File: config.mk
export PLATFORM = sky130hd
export DESIGN_NAME = spt_div
export DESIGN_NICKNAME = d
export VERILOG_FILES = /design/src/hw/rtl/spt_pkg.sv /design/src/hw/rtl/spt_div.sv
export SDC_FILE = /design/constraint.sdc
export NUM_CORES = 1
export LEC_CHECK = 0
export ABC_CLOCK_PERIOD_IN_PS = 13400
export BUFFER_PORTS_ARGS = -buffer_cell sky130_fd_sc_hd__buf_2
export CAP_MARGIN = 20
export CORE_MARGIN = 2
export CORE_UTILIZATION = 41
export DETAILED_ROUTE_END_ITERATION = 7
export HOLD_SLACK_MARGIN = 0.15
export PLACE_DENSITY = 0.73
export SLEW_MARGIN = 10
export SYNTH_ARGS = -nofsm -noshare
export SYNTH_HDL_FRONTEND = slang
export SYNTH_SLANG_ARGS = --single-unit
File: constraint.sdc
create_clock -name clk -period 13.4 [get_ports clk]
set_input_delay 2.68 -clock clk [delete_from_list [all_inputs] [get_ports clk]]
set_output_delay 2.68 -clock clk [all_outputs]
set_load 0.01 [all_outputs]
File: src/hw/rtl/spt_pkg.sv
// Package for the stage profiler table: widths, register indexes, payload
// structs, sequencer states and divider handshake types.
// No dependencies.
`default_nettype none

package spt_pkg;

  localparam int TABLE_ENTRIES = 24;
  localparam int IDX_W  = (TABLE_ENTRIES > 1) ? $clog2(TABLE_ENTRIES) : 1;
  localparam int FILL_W = $clog2(TABLE_ENTRIES + 1);

  localparam int KEY_W    = 32;
  localparam int TICK_W   = 64;
  localparam int SAMPLE_W = 16;
  localparam int WIN_W    = 40;
  localparam int TPU_W    = 10;
  localparam int DEN_W    = SAMPLE_W + TPU_W;

  // divider: quotient bits retired per cycle
  localparam int DIV_STEPS = 2;
  localparam int DIV_CYC   = TICK_W / DIV_STEPS;
  localparam int DIV_CNT_W = $clog2(DIV_CYC);

  localparam int CFG_W     = WIN_W;
  localparam int CFG_IDX_W = 2;

  localparam logic [CFG_IDX_W-1:0] REG_PERIOD = 2'd0;
  localparam logic [CFG_IDX_W-1:0] REG_WINDOW = 2'd1;
  localparam logic [CFG_IDX_W-1:0] REG_TPU    = 2'd2;

  localparam logic [SAMPLE_W-1:0] PERIOD_RESET = 16'd600;
  localparam logic [WIN_W-1:0]    WINDOW_RESET = 40'd2681118560;
  localparam logic [TPU_W-1:0]    TPU_RESET    = 10'd268;

  typedef struct packed {
    logic [KEY_W-1:0]  stage_key;
    logic [TICK_W-1:0] start_ticks;
    logic [TICK_W-1:0] now_ticks;
  } spt_item_t;

  typedef struct packed {
    logic                report_valid;
    logic [KEY_W-1:0]    report_stage;
    logic [TICK_W-1:0]   mean_us;
    logic [TICK_W-1:0]   worst_us;
    logic [SAMPLE_W-1:0] report_samples;
    logic                table_full_drop;
  } spt_result_t;

  typedef struct packed {
    logic              go;
    logic [TICK_W-1:0] dividend;
    logic [DEN_W-1:0]  divisor;
  } spt_div_req_t;

  typedef struct packed {
    logic              done;
    logic [TICK_W-1:0] quotient;
  } spt_div_rsp_t;

  typedef enum logic [3:0] {
    ST_IDLE,
    ST_SEARCH,
    ST_UPDATE,
    ST_CHECK,
    ST_MEAN_GO,
    ST_MEAN_WAIT,
    ST_WORST_GO,
    ST_WORST_WAIT,
    ST_EMIT
  } spt_state_t;

endpackage

`default_nettype wire

File: src/hw/rtl/spt_div.sv
// Iterative restoring divider, DIV_STEPS quotient bits per cycle.
// Depends on spt_pkg. A zero divisor yields an all-ones quotient.
`default_nettype none

module spt_div (
  input  wire logic                  clk,
  input  wire logic                  rst,
  input  wire spt_pkg::spt_div_req_t req,
  output spt_pkg::spt_div_rsp_t      rsp
);
  import spt_pkg::*;

  logic                 active;
  logic                 done;
  logic [DIV_CNT_W-1:0] cnt;
  logic [TICK_W-1:0]    quo;
  logic [DEN_W-1:0]     rem;
  logic [DEN_W-1:0]     den;

  logic [TICK_W-1:0]    quo_next;
  logic [DEN_W-1:0]     rem_next;
  logic [DEN_W:0]       shifted;

  always_comb begin
    quo_next = quo;
    rem_next = rem;
    shifted  = '0;
    for (int s = 0; s < DIV_STEPS; s++) begin
      shifted  = {rem_next, quo_next[TICK_W-1]};
      quo_next = {quo_next[TICK_W-2:0], 1'b0};
      if (shifted >= {1'b0, den}) begin
        shifted     = shifted - {1'b0, den};
        quo_next[0] = 1'b1;
      end
      rem_next = shifted[DEN_W-1:0];
    end
  end

  always_ff @(posedge clk) begin
    if (rst) begin
      active <= 1'b0;
      done   <= 1'b0;
      cnt    <= '0;
    end else begin
      done <= 1'b0;
      if (req.go) begin
        active <= 1'b1;
        cnt    <= '0;
      end else if (active) begin
        cnt <= cnt + 1'b1;
        if (cnt == DIV_CNT_W'(DIV_CYC - 1)) begin
          active <= 1'b0;
          done   <= 1'b1;
        end
      end
    end
  end

  always_ff @(posedge clk) begin
    if (req.go) begin
      quo <= req.dividend;
      rem <= '0;
      den <= req.divisor;
    end else if (active) begin
      quo <= quo_next;
      rem <= rem_next;
    end
  end

  assign rsp.done     = done;
  assign rsp.quotient = quo;

endmodule

`default_nettype wire

==> summary.txt <==
Hold path
  • Worst Hold Launch: rem[8]$_SDFFE_PP0P_
  • Hold Path Depth: 2
  • Min-Delay Path Class: flop to flop
  • Hold EP: rem[8]$_SDFFE_PP0P_

Clock tree
  • CTS tree: built
  • Hold-fix buffers at CTS: 0
  • Root Buffer: clkbuf_16
  • Clk buf depth: 2
  • TritonCTS Buffers: 17
  • CTS Sinks: 123
  • Clk_lat worst skew: approximately 0.42 ns
  • H-tree Lvls: 4
  • Clock slew seen by the registers of the worst setup and hold paths: 0.06 ns
  • Postcts setup bufs: 0
  • CTS resizes: 0

Timing
  • Slew HR: 0.3444
  • Worst slew pin tran: roughly 0.96 ns
  • Final worst setup slack: 7.078 ns
  • Fmax: 158.2 MHz
  • Endpoints failing hold: 0
  • Clock skew: 0.01185 ns
  • Endpoints failing setup: 0
  • Minimum clock period: 6.322 ns
  • Final Max Tran Viols: 0
  • Fin crit share: 0.4718
  • RSZ-0062 raised after global routing: no
  • Setup_tns: 0 ns

Finish
  • Share of layout cells above drive strength 1: 0.3236
  • Fillers: 1901
  • Design area: 0.009863 mm²
  • Nets: 1091
  • Synth-to-layout area growth: 19.02%
  • Ant. Diodes: 0

Pwr
  • Leak pwr: 0.004192 µW
  • Power per cell area: 143.6 mW/mm²
  • Peak VDD IR: 0.09419 mV

Synthesis
  • Synth area leader: edfxtp_1
  • Synth Register Bits: 123
  • Syn avg cell area: 10.50 µm²
  • Synth Flop Type: edfxtp_1
  • Async set-reset flop share out of synthesis: 0
  • Top-area cell type share of the netlist area: 0.3261
  • Net Count, Synth: 938
  • Mapped Area: between 0.008 and 0.009 mm²
  • Count leader, synth: edfxtp_1
  • Post-synth top cells: edfxtp_1, mux2_2, ha_1
  • Unique cell type count in the Yosys netlist: 78
  • Yosys warning count: 0
  • Sequential fraction of the synthesis area: 0.4059
  • Mapped Cells: between 700 and 800
  • Top cells by area, synth: edfxtp_1, mux2_2, ha_1
  • Number of synthesized flops with an enable pin: 90

Global routing
  • GRT overflow: 0
  • GR peak layer: met2
  • M2 GR Usage: 0.3587
  • Global-route met3 utilization: 0.05313
  • Met1 Usage GRT: 0.2824
  • Largest net degree at the start of global routing: 66
  • Total Routing Usage GR: 0.2164
  • Global-route wire length before repair: 36730 µm
  • Via count of the first global-routing pass: ~7000
  • Initial antenna violation count: 0

Floorplan
  • I/O pins: 158
  • Core Area: 0.02004 mm²
  • Die W: roughly 150 µm
  • Die area: 0.02136 mm²
  • DIE HEIGHT: 146.2 µm
  • Initial Util: 0.4135
  • Rows: 52

Job
  • Max cap viols: 0

Drt
  • Drt wl/cell: 19.05 µm
  • ANT nets after route: 0
  • Vias per inst: 5.712
  • Violation count after the first detailed-route iteration: 569
  • Vias: about 7000
  • # DRC: 0
  • Routed WL: ~23000 µm
  • Pre-antenna DRT Iters: 5

Placement
  • Dpl ws: 7.269 ns
  • IO buf count: 157
  • Routability cong.: 0.9017
  • DP HPWL: 17490 µm
  • DP Area: 0.009310 mm²

Setup path
  • Reg2Reg Depth: 20
  • Critical Path RT: 13.57 ns
  • FF-to-FF setup slack: about 7 ns
  • CP peak stage delay: 0.87 ns
  • RR Endpoint: quo[0]$_DFFE_PP_
  • CP Launch Point: den[1]$_DFFE_PP_
  • Slowest CP cell: o211a_1
  • Worst r2r src: den[1]$_DFFE_PP_
  • CP startpoint kind: flop
  • Worst setup EP type: flop
  • Crit path arrival time: 6.49 ns
  • Setup CP Type: flop to flop
  • Critical path fanouts, max: 33
  • CP Cell Sequence: inv_1, ha_1, nor2b_1, o31a_1, o221ai_1, a21o_1, nand2_1, o21ai_2, buf_4, mux2_2, ha_1, a21o_1, a311oi_1, nor2_1, a21oi_1, a21oi_2, o311ai_2, o211a_1, nand2_1, mux2_2

Status
  • Run status: finished clean
[cells in the final DEF (no fill, tap or decap), types with 10 or more instances in the layout]
master     instances
a21o_1            15
nor2_1            52
nand3_1           21
nand4_1           16
dfxtp_1           33
mux2_2            79
buf_2            156
xnor2_1           26
o21ai_1           10
o21ai_0           25
nor3_1            22
a211oi_1          13
buf_4             11
edfxtp_1          90
inv_1             51
nand2_1           41
a21oi_1           34
clkbuf_16         17
ha_1              54
[worst max path at each step]
stage / to / cells past startpoint / slack, ns
6_report: quo[0]$_DFFE_PP_ / 20 / 7.08
5_1_grt: quo[0]$_DFFE_PP_ / 20 / 6.72
4_1_cts: quo[0]$_DFFE_PP_ / 20 / 7.27
3_5_place_dp: quo[0]$_DFFE_PP_ / 20 / 7.27
3_3_place_gp: quo[0]$_DFFE_PP_ / 20 / 7.40
2_1_floorplan: quo[0]$_DFFE_PP_ / 22 / 8.30
[final cells by class]
class / instances / area [µm²] / area share
Multi-Input combinational cell: 581 / 4551 / 0.4614
Sequential cell: 123 / 3363 / 0.3410
Timing Repair Buffer: 167 / 863.3 / 0.08753
Clock buffer: 19 / 432.9 / 0.04389
Tap cell: 270 / 337.8 / 0.03425
Inverter: 52 / 195.2 / 0.01979
Clock inverter: 13 / 120.1 / 0.01218
[critical path, delay by kind of cell, from the launching register on]
| family | cells | cell delay, ns |
|---|---|---|
| AO/OA/AOI/OAI | 10 | 3.29 |
| multiplexers | 2 | 0.69 |
| adder cells (fa/ha/maj) | 2 | 0.63 |
| flip-flops | 1 | 0.42 |
| AND/OR/NAND/NOR | 4 | 0.48 |
| buffers and inverters | 2 | 0.55 |
[through the flow]
step           cells  hold WS, ns  utilization  total power (µW)
5_1_grt         1225       0.5194       0.4922              1485
6_report        1225       0.5031       0.4922              1416
2_1_floorplan    789       0.4489            -             846.9
4_1_cts         1225       0.4978       0.4922              1413
3_3_place_gp    1193       0.4905       0.4646             968.7
3_5_place_dp    1193       0.4868       0.4646             973.1
[power breakdown]
part / internal, µW / total [µW] / switching (µW)
Sequential: 457 / 484 / 27.3
Clock: 256 / 436 / 180
Combinational: 204 / 496 / 291
Total: 917 / 1420 / 499
[cell families (layout without fill, tap and decap cells)]
group | Yosys count | after routing | share of synthesized area
simple gates | 205 | 205 | 0.1229
compound gates | 198 | 198 | 0.1848
flops | 123 | 123 | 0.4059
mux | 87 | 87 | 0.1181
buf+inv | 85 | 251 | 0.04499
fa+ha+maj | 56 | 56 | 0.08637
xor+xnor | 35 | 35 | 0.03699
[registers in the layout, indices dropped and copies added, names as in the netlist]
register	cells
active	1
cnt	5
den	26
done	1
quo	64
rem	26
[per-layer routing]
layer	wire, µm	share of wire	up-vias
li1	-	-	3324
met4	346	0.015	0
met3	1833	0.079	25
met1	10210	0.44	3350
met5	0	0	-
met2	10950	0.47	298
(Power assumes the default switching activity.)
